$ cat config.mk
export PLATFORM = sky130hd
export DESIGN_NAME = trend_debounced_threshold_alarm_flat
export DESIGN_NICKNAME = d
export VERILOG_FILES = /design/src/rtl/tdta_pkg.sv /design/src/rtl/tdta_if.sv /design/src/rtl/tdta_cell.sv /design/src/rtl/tdta_mac.sv /design/src/rtl/trend_debounced_threshold_alarm.sv /design/src/flat_wrapper.sv
export SDC_FILE = /design/constraint.sdc
export NUM_CORES = 2
export LEC_CHECK = 0
export BUFFER_PORTS_ARGS = -buffer_cell sky130_fd_sc_hd__buf_4
export CORE_AREA = 2 2 394 396
export CTS_CLUSTER_DIAMETER = 50
export DETAILED_ROUTE_END_ITERATION = 7
export DIE_AREA = 0 0 396 398
export PLACE_DENSITY = 0.66
export SLEW_MARGIN = 40
export SYNTH_ARGS = -nofsm -noshare
export SYNTH_HDL_FRONTEND = slang
export SYNTH_SLANG_ARGS = --single-unit
export TNS_END_PERCENT = 100
$ cat constraint.sdc
create_clock -name clk -period 16.6 [get_ports clk]
set_input_delay 2.49 -clock clk [delete_from_list [all_inputs] [get_ports clk]]
set_output_delay 2.49 -clock clk [all_outputs]
set_load 0.02 [all_outputs]
$ cat src/rtl/tdta_pkg.sv
package tdta_pkg;
  localparam int WindowSize = 16;
  localparam int SampleRate = 10;
  localparam int SampleWidth = 16;
  localparam int PtrWidth = $clog2(WindowSize);
  localparam int FillWidth = $clog2(WindowSize + 1);
  localparam int CntWidth = 8;
  localparam int XWidth = PtrWidth + 1;
  // sums over the window
  localparam int SyWidth = SampleWidth + PtrWidth + 1;
  localparam int SxyWidth = SampleWidth + 2 * PtrWidth + 2;
  // n*Sxy - Sx*Sy and its scaled magnitude
  localparam int NumWidth = SxyWidth + FillWidth + 2;
  localparam int DenWidth = 4 * XWidth + 2;
  localparam int RateWidth = $clog2(SampleRate + 1);
  localparam int CmpWidth = NumWidth + RateWidth + 18 + DenWidth;
  localparam logic [7:0] CounterMax = 8'd255;

  localparam logic [1:0] RegWarning = 2'd0;
  localparam logic [1:0] RegAlarm = 2'd1;
  localparam logic [1:0] RegRequired = 2'd2;
  localparam logic [1:0] RegSlope = 2'd3;

  localparam logic [1:0] LevelNormal = 2'd0;
  localparam logic [1:0] LevelWarning = 2'd1;
  localparam logic [1:0] LevelAlarm = 2'd2;

  typedef logic signed [SampleWidth-1:0] sample_t;

  typedef struct packed {
    logic [1:0] level;
    logic rising_fast;
    logic [CntWidth-1:0] debounce_count;
  } result_t;

  typedef struct packed {
    logic [1:0] index;
    logic [15:0] data;
  } cfg_word_t;
endpackage

$ cat src/rtl/tdta_if.sv
interface tdta_sample_if;
  import tdta_pkg::*;
  logic valid;
  logic ready;
  sample_t sample;
  modport source (output valid, sample, input ready);
  modport sink (input valid, sample, output ready);
endinterface

interface tdta_result_if;
  logic valid;
  logic ready;
  logic [1:0] level;
  logic rising_fast;
  logic [7:0] debounce_count;
  modport source (output valid, level, rising_fast, debounce_count, input ready);
  modport sink (input valid, level, rising_fast, debounce_count, output ready);
endinterface

interface tdta_cfg_if;
  logic valid;
  logic ready;
  logic [7:0] index;
  logic [15:0] data;
  modport source (output valid, index, data, input ready);
  modport sink (input valid, index, data, output ready);
endinterface

$ cat src/rtl/tdta_cell.sv
// One window slot: on load the newest sample enters the first cell and all
// others take their neighbor's value; on rotate the row circulates.
module tdta_cell (
  input  logic clk,
  input  logic rst,
  input  logic load,
  input  logic rotate,
  input  tdta_pkg::sample_t neighbor,
  input  tdta_pkg::sample_t wrap,
  output tdta_pkg::sample_t value
);
  import tdta_pkg::*;
  sample_t data;
  always_ff @(posedge clk) begin
    if (rst) begin
      data <= '0;
    end else if (load) begin
      data <= neighbor;
    end else if (rotate) begin
      data <= wrap;
    end
  end
  assign value = data;
endmodule

$ cat src/rtl/tdta_mac.sv
// Accumulates Sx, Sxx, Sy and Sxy over the oldest-first stream, then forms the
// slope test over a few registered steps.
module tdta_mac (
  input  logic clk,
  input  logic clear,
  input  logic acc_en,
  input  logic [tdta_pkg::XWidth-1:0] x,
  input  tdta_pkg::sample_t y,
  input  logic [tdta_pkg::FillWidth-1:0] n,
  input  logic [15:0] slope_limit,
  input  logic [2:0] phase,
  output logic fast
);
  import tdta_pkg::*;
  logic signed [SyWidth-1:0] sy;
  logic signed [SxyWidth-1:0] sxy;
  logic signed [NumWidth-1:0] n_sxy, sx_sy, num;
  logic [DenWidth-1:0] den, sx, sxx;
  logic [NumWidth-1:0] mag;
  logic [CmpWidth-1:0] lhs, rhs;
  logic signed [XWidth:0] xs;

  assign xs = {1'b0, x};

  always_ff @(posedge clk) begin
    if (clear) begin
      sy <= '0;
      sxy <= '0;
      sx <= '0;
      sxx <= '0;
    end else if (acc_en) begin
      sy <= sy + SyWidth'(y);
      sxy <= sxy + SxyWidth'(y * xs);
      sx <= sx + DenWidth'(x);
      sxx <= sxx + DenWidth'(x * x);
    end
    unique case (phase)
      3'd1: begin
        n_sxy <= NumWidth'(sxy * $signed({1'b0, n}));
        sx_sy <= NumWidth'(sy * $signed({1'b0, sx}));
        den <= DenWidth'(n * sxx - sx * sx);
      end
      3'd2: num <= n_sxy - sx_sy;
      3'd3: begin
        mag <= num[NumWidth-1] ? NumWidth'(-num) : NumWidth'(num);
      end
      3'd4: begin
        lhs <= CmpWidth'(mag * RateWidth'(SampleRate));
        rhs <= CmpWidth'(slope_limit * den);
      end
      default: ;
    endcase
  end
  assign fast = (n >= FillWidth'(2)) && (lhs > rhs);
endmodule

$ cat src/rtl/trend_debounced_threshold_alarm.sv
// An accepted sample is followed by the StRotate state, in which the window row
// rotates once through the shared multiply-accumulate, then the StMath phases
// form the slope test, and the result is registered for output.
// A result waits in the output register; the next sample is taken only then.
// Reset (rst, synchronous) clears the window row, fill count, debounce
// counter and restores register defaults.
module trend_debounced_threshold_alarm (
  input logic clk,
  input logic rst,
  tdta_sample_if.sink in_ch,
  tdta_result_if.source out_ch,
  tdta_cfg_if.sink cfg
);
  import tdta_pkg::*;
  localparam logic [2:0] StIdle = 3'd0;
  localparam logic [2:0] StRotate = 3'd1;
  localparam logic [2:0] StMath = 3'd2;
  localparam logic [2:0] StOut = 3'd3;

  logic [2:0] state;
  logic [PtrWidth:0] step;
  logic [2:0] phase;
  logic [FillWidth-1:0] fill;
  logic [CntWidth-1:0] counter;
  logic signed [15:0] warning_level, alarm_level;
  logic [7:0] required_count;
  logic [15:0] slope_limit;
  sample_t last;
  sample_t cells [WindowSize];
  logic load, rotate, fast, acc_en, clear;
  logic [XWidth-1:0] x;
  logic at_alarm, is_warn, up;
  logic [CntWidth-1:0] counter_next;

  assign in_ch.ready = (state == StIdle);
  assign cfg.ready = 1'b1;
  assign load = in_ch.valid && in_ch.ready;
  assign rotate = (state == StRotate);

  genvar g;
  generate
    for (g = 0; g < WindowSize; g++) begin : g_row
      tdta_cell u_cell (
        .clk(clk), .rst(rst), .load(load), .rotate(rotate),
        .neighbor(g == 0 ? in_ch.sample : cells[(g == 0) ? 0 : g - 1]),
        .wrap(g == 0 ? cells[WindowSize-1] : cells[(g == 0) ? 0 : g - 1]),
        .value(cells[g])
      );
    end
  endgenerate

  // Row is newest-first; rotating sends the last cell back to the front.
  // Oldest valid sample sits at cell fill-1; stream the valid ones oldest first.
  logic [PtrWidth-1:0] tap;
  assign tap = PtrWidth'(fill - 1'b1);
  assign x = XWidth'(step);
  assign acc_en = rotate && (XWidth'(step) < XWidth'(fill));
  assign clear = load;

  // each rotation moves cell fill-1 to fill; read the oldest-so-far at tap
  // after k rotations cell tap holds sample at age (fill-1-k)
  tdta_mac u_mac (
    .clk(clk), .clear(clear), .acc_en(acc_en), .x(x), .y(cells[tap]),
    .n(fill), .slope_limit(slope_limit), .phase(phase), .fast(fast)
  );

  assign at_alarm = last >= alarm_level;
  assign is_warn = last >= warning_level;
  assign up = at_alarm || (is_warn && fast);
  always_comb begin
    counter_next = counter;
    if (up) begin
      if (counter != CounterMax) counter_next = counter + 1'b1;
    end else if (counter != '0) begin
      counter_next = counter - 1'b1;
    end
  end

  always_ff @(posedge clk) begin
    if (rst) begin
      state <= StIdle;
      step <= '0;
      phase <= '0;
      fill <= '0;
      counter <= '0;
      warning_level <= 16'sd16384;
      alarm_level <= 16'sd24576;
      required_count <= 8'd3;
      slope_limit <= 16'd256;
      out_ch.valid <= 1'b0;
    end else begin
      if (cfg.valid) begin
        if (cfg.index == 8'(RegWarning)) warning_level <= cfg.data;
        if (cfg.index == 8'(RegAlarm)) alarm_level <= cfg.data;
        if (cfg.index == 8'(RegRequired)) required_count <= cfg.data[7:0];
        if (cfg.index == 8'(RegSlope)) slope_limit <= cfg.data;
      end
      unique case (state)
        StIdle: begin
          if (load) begin
            last <= in_ch.sample;
            if (fill != FillWidth'(WindowSize)) fill <= fill + 1'b1;
            step <= '0;
            state <= StRotate;
          end
        end
        StRotate: begin
          step <= step + 1'b1;
          if (step == (PtrWidth+1)'(WindowSize - 1)) begin
            phase <= 3'd1;
            state <= StMath;
          end
        end
        StMath: begin
          phase <= phase + 1'b1;
          if (phase == 3'd5) begin
            counter <= counter_next;
            out_ch.level <= (counter_next >= required_count) ?
              (at_alarm ? LevelAlarm : (is_warn ? LevelWarning : LevelNormal)) :
              LevelNormal;
            out_ch.rising_fast <= fast;
            out_ch.debounce_count <= counter_next;
            out_ch.valid <= 1'b1;
            phase <= '0;
            state <= StOut;
          end
        end
        StOut: begin
          if (out_ch.ready) begin
            out_ch.valid <= 1'b0;
            state <= StIdle;
          end
        end
        default: state <= StIdle;
      endcase
    end
  end
endmodule

$ cat src/flat_wrapper.sv
// flat-port wrapper written by rule: the top's interface ports become plain ports
module trend_debounced_threshold_alarm_flat import tdta_pkg::*;
  (clk, rst, in_ch_valid, in_ch_sample, in_ch_ready, out_ch_valid, out_ch_level, out_ch_rising_fast, out_ch_debounce_count, out_ch_ready, cfg_valid, cfg_index, cfg_data, cfg_ready);
  tdta_sample_if in_ch_i ();
  tdta_result_if out_ch_i ();
  tdta_cfg_if cfg_i ();
  input logic clk;
  input logic rst;
  input wire logic [$bits(in_ch_i.valid)-1:0] in_ch_valid;
  input wire logic [$bits(in_ch_i.sample)-1:0] in_ch_sample;
  output wire logic [$bits(in_ch_i.ready)-1:0] in_ch_ready;
  output wire logic [$bits(out_ch_i.valid)-1:0] out_ch_valid;
  output wire logic [$bits(out_ch_i.level)-1:0] out_ch_level;
  output wire logic [$bits(out_ch_i.rising_fast)-1:0] out_ch_rising_fast;
  output wire logic [$bits(out_ch_i.debounce_count)-1:0] out_ch_debounce_count;
  input wire logic [$bits(out_ch_i.ready)-1:0] out_ch_ready;
  input wire logic [$bits(cfg_i.valid)-1:0] cfg_valid;
  input wire logic [$bits(cfg_i.index)-1:0] cfg_index;
  input wire logic [$bits(cfg_i.data)-1:0] cfg_data;
  output wire logic [$bits(cfg_i.ready)-1:0] cfg_ready;
  assign in_ch_i.valid = in_ch_valid;
  assign in_ch_i.sample = in_ch_sample;
  assign in_ch_ready = in_ch_i.ready;
  assign out_ch_valid = out_ch_i.valid;
  assign out_ch_level = out_ch_i.level;
  assign out_ch_rising_fast = out_ch_i.rising_fast;
  assign out_ch_debounce_count = out_ch_i.debounce_count;
  assign out_ch_i.ready = out_ch_ready;
  assign cfg_i.valid = cfg_valid;
  assign cfg_i.index = cfg_index;
  assign cfg_i.data = cfg_data;
  assign cfg_ready = cfg_i.ready;
  trend_debounced_threshold_alarm u_core (.clk(clk), .rst(rst), .in_ch(in_ch_i), .out_ch(out_ch_i), .cfg(cfg_i));
endmodule
==> qor.csv <==
metric;value;unit
reg-to-reg slack, setup;8.80;ns
Mapped Cells;8092;
Buf+Inv Stages, Crit Path;4;
pin count of the biggest net entering global routing;209;
DR vias;53540;
met1 GRT Util;30.79;%
Reg-to-Reg Start;u_core.fill[0]$_SDFFE_PP0P_;
Initial DRC Count;3322;
DRC errors left;0;
status;finished clean;
number of flops mapped to enable cells by yosys;254;
Final Slew Violations;0;
Main synth FF type;dfxtp_1;
DIE WIDTH;396;um
Worst EP required;17.16;ns
gr ovfl total;0;
first-pass GRT wire length;293800;um
core area;153300;um2
Initial DRT Pass Iterations;5;
initial core utilization;48.67;%
Register Area;16200;um2
register bit total from synthesis;681;
ys async rst share;0;%
Most common cell on crit path;fa_1;
via/cell ratio;5.310;
CP top delay family;adder cells;
Total Die Area;157600;um2
final hold vios;0;
syn_nets;9839;
Slew HR;36.15;%
Worst Path Max Fanout;37;
grt peak-use layer;met2;
CTS Root Buffer Type;clkbuf_16;
GRT Overall Usage;23.13;%
Worst Min Path Start;u_core.g_row[13].u_cell.value[14]$_SDFFE_PP0P_;
Syn Std Cell Area;74630;um2
Worst-path clk slew;0.06;ns
fin nets;9711;
clk_lat worst skew;0.71;ns
Post-DRT Antenna Nets;0;
hold path cells;2;
post-synth top area share;27.84;%
vias in the first global route;55950;
# rows;144;
sequential element share of the synthesized area;21.67;%
Crit Reg-Reg Endpoint;u_core.u_mac.sxy[24]$_SDFFE_PP0P_;
Startpoint Class;flip-flop;
fin crit period;7.799;ns
Lkg Pwr;37.97;nW
Port Buffers;57;
setup bufs post-CTS;0;
Sink Count;681;
Min-Delay Path Class;flip-flop to flip-flop;
Setup TNS;0;ns
placed inst area;77140;um2
CP peak stage delay;0.59;ns
top-count cell post-synth;inv_1;
kind of critical path;flip-flop to flip-flop;
Worst Skew;0.05808;ns
design area;80410;um2
pre-CTS setup slack;8.762;ns
M2 GR Usage;39.84;%
post-DP HPWL;136500;um
slowest stage cell, crit path;ha_4;
crit-path cells;inv_1, ha_4, buf_12, mux4_2, mux4_2, and2_1, fa_1, inv_1, fa_1, inv_1, fa_1, fa_1, ha_1, o21a_1, o211ai_1, a31oi_1, o31a_1, o221a_2, or3b_1, a31oi_1, o21ai_1, a311oi_2, xor2_1, a21oi_1;
most frequent cells after synthesis;inv_1, nand2_1, fa_1;
post-DR wirelength/cell;17.54;um
setup ws final;8.801;ns
final wirelength;176900;um
Num CTS Buffers;88;
P per Cell Area;79.67;nW/um2
Worst-Margin Slew;0.9578;ns
footprint of the multi-input gates;51930;um2
clk buf depth;3;
setup violators final;0;
f_max;0.1282;GHz
Critical Path AT;8.36;ns
Synth area leaders;fa_1, dfxtp_1, ha_1;
# hold bufs at CTS;0;
RePlAce Congestion;0.8934;
path depth of the worst reg2reg path;24;
CTS H-Tree Depth;3;
total power;0.006406;W
peak supply drop;99.33;uV
PostCTS Resize Cnt;0;
FILL cells;13780;
Synth Warn #;0;
synth-to-layout area growth;7.746;%
Synth Area per Inst;9.222;um2
unique cell type count in the Yosys netlist;88;
initial antenna violation count;0;
largest area contributor in the netlist;fa_1;
share of layout cells above drive strength 1;5.636;%
crit share post-route;46.98;%
CTS tree;built;
unrepaired setup endpoints after global routing;no;
max cap viols;0;
CP endpoint kind;flip-flop;
Top Ports;59;
Hold Crit Endpoint;u_core.g_row[13].u_cell.value[14]$_SDFFE_PP0P_;
die height;398;um
met3 GRT Util;2.786;%
-- layer usage --
layer  wire length, um  vias to the layer above  share of wire (%)
met5                 0                        -                  0
met4              4609                        0                2.6
met3              8486                      264                4.8
met2             86500                     1241                 49
met1             77300                    26820                 44
li1                  -                    25220                  -
-- worst reg2reg max path: stages (launching register included) --
cell,delay [ns]
dfxtp_4,0.57
inv_1,0.19
ha_4,0.59
buf_12,0.31
mux4_2,0.36
mux4_2,0.55
and2_1,0.21
fa_1,0.54
inv_1,0.05
fa_1,0.54
inv_1,0.05
fa_1,0.50
fa_1,0.42
ha_1,0.32
o21a_1,0.22
o211ai_1,0.16
a31oi_1,0.09
o31a_1,0.35
o221a_2,0.27
or3b_1,0.36
a31oi_1,0.27
o21ai_1,0.17
a311oi_2,0.30
xor2_1,0.17
a21oi_1,0.08
-- registers in the layout (all words and copies together), names as in the netlist, 21 cells and up --
| name | cells |
|---|---|
| u_core.u_mac.den | 22 |
| u_core.u_mac.n_sxy | 32 |
| u_core.u_mac.sxx | 22 |
| u_core.u_mac.sx | 22 |
| u_core.u_mac.mag | 33 |
| u_core.u_mac.sxy | 26 |
| u_core.u_mac.num | 33 |
| u_core.u_mac.sy | 21 |
| u_core.u_mac.rhs | 38 |
| u_core.u_mac.sx_sy | 33 |
| u_core.g_row.u_cell.value | 256 |
| u_core.u_mac.lhs | 36 |
-- worst max path at each step --
| stage | from | slack, ns | cells after the start | to |
|---|---|---|---|---|
| floorplan | u_core.fill[0]$_SDFFE_PP0P_ | 7.40 | 31 | u_core.u_mac.sxy[24]$_SDFFE_PP0P_ |
| global placement | u_core.fill[0]$_SDFFE_PP0P_ | 8.69 | 23 | u_core.u_mac.sxy[24]$_SDFFE_PP0P_ |
| detailed placement | u_core.fill[0]$_SDFFE_PP0P_ | 8.76 | 24 | u_core.u_mac.sxy[24]$_SDFFE_PP0P_ |
| CTS | u_core.fill[0]$_SDFFE_PP0P_ | 8.75 | 24 | u_core.u_mac.sxy[24]$_SDFFE_PP0P_ |
| global route | u_core.fill[0]$_SDFFE_PP0P_ | 8.39 | 24 | u_core.u_mac.sxy[25]$_SDFFE_PP0P_ |
| finish | u_core.fill[0]$_SDFFE_PP0P_ | 8.80 | 24 | u_core.u_mac.sxy[24]$_SDFFE_PP0P_ |
-- layout make-up --
class | instances | area share, %
clock inverters | 60 | 0.9788
clock buffers | 104 | 2.967
multi-input cells | 5647 | 64.58
inverters | 1396 | 6.518
flip-flops and latches | 681 | 20.14
diodes | 2 | 0.006224
well taps | 2044 | 3.181
repair buffers | 150 | 1.628
-- power breakdown --
part           switching (W)  internal [W]
Sequential          0.000203       0.00198
Combinational        0.00141      0.000805
Clock               0.000818       0.00120
-- stage by stage --
| stage | utilization [%] | hold slack, ns | instances |
|---|---|---|---|
| 5_1_grt | 52.44 | 0.4724 | 10080 |
| 2_1_floorplan | - | 0.4334 | 8092 |
| 6_report | 52.44 | 0.4618 | 10080 |
| 3_5_place_dp | 50.31 | 0.4493 | 9915 |
| 4_1_cts | 52.38 | 0.4635 | 10080 |
| 3_3_place_gp | 50.20 | 0.4411 | 9908 |
-- cells in the final DEF (no fill, tap or decap), drive strengths merged, types with 19 or more instances in the layout --
cell type | synthesis | routed
nand4 | 24 | 24
nor2 | 296 | 296
fa | 1038 | 1038
clkbuf | 343 | 104
o21bai | 33 | 33
mux2i | 74 | 74
o21ai | 127 | 127
nor3 | 45 | 45
o31ai | 19 | 19
o21a | 38 | 38
buf | 25 | 150
dfxtp | 427 | 427
xnor2 | 242 | 242
and3 | 37 | 37
ha | 664 | 664
nor2b | 37 | 37
nand3 | 56 | 56
or3 | 19 | 19
nand2b | 48 | 48
edfxtp | 254 | 254
and2 | 495 | 495
a21oi | 481 | 481
nand2 | 1381 | 1381
a21o | 105 | 105
mux4 | 80 | 80
a211oi | 47 | 47
xor2 | 80 | 80
clkinv | 2 | 35
a31oi | 25 | 25
inv | 1394 | 1408
-- cells by family after synthesis --
group	count (synthesis)	share of synthesized area, %
compound gates	982	8.074
xor+xnor	322	3.779
fa+ha+maj	1702	38.98
buf+inv	1764	8.888
flops	681	21.67
mux	157	3.452
other cells	1	0.005025
simple gates	2483	15.15
(Power assumes the default switching activity.)
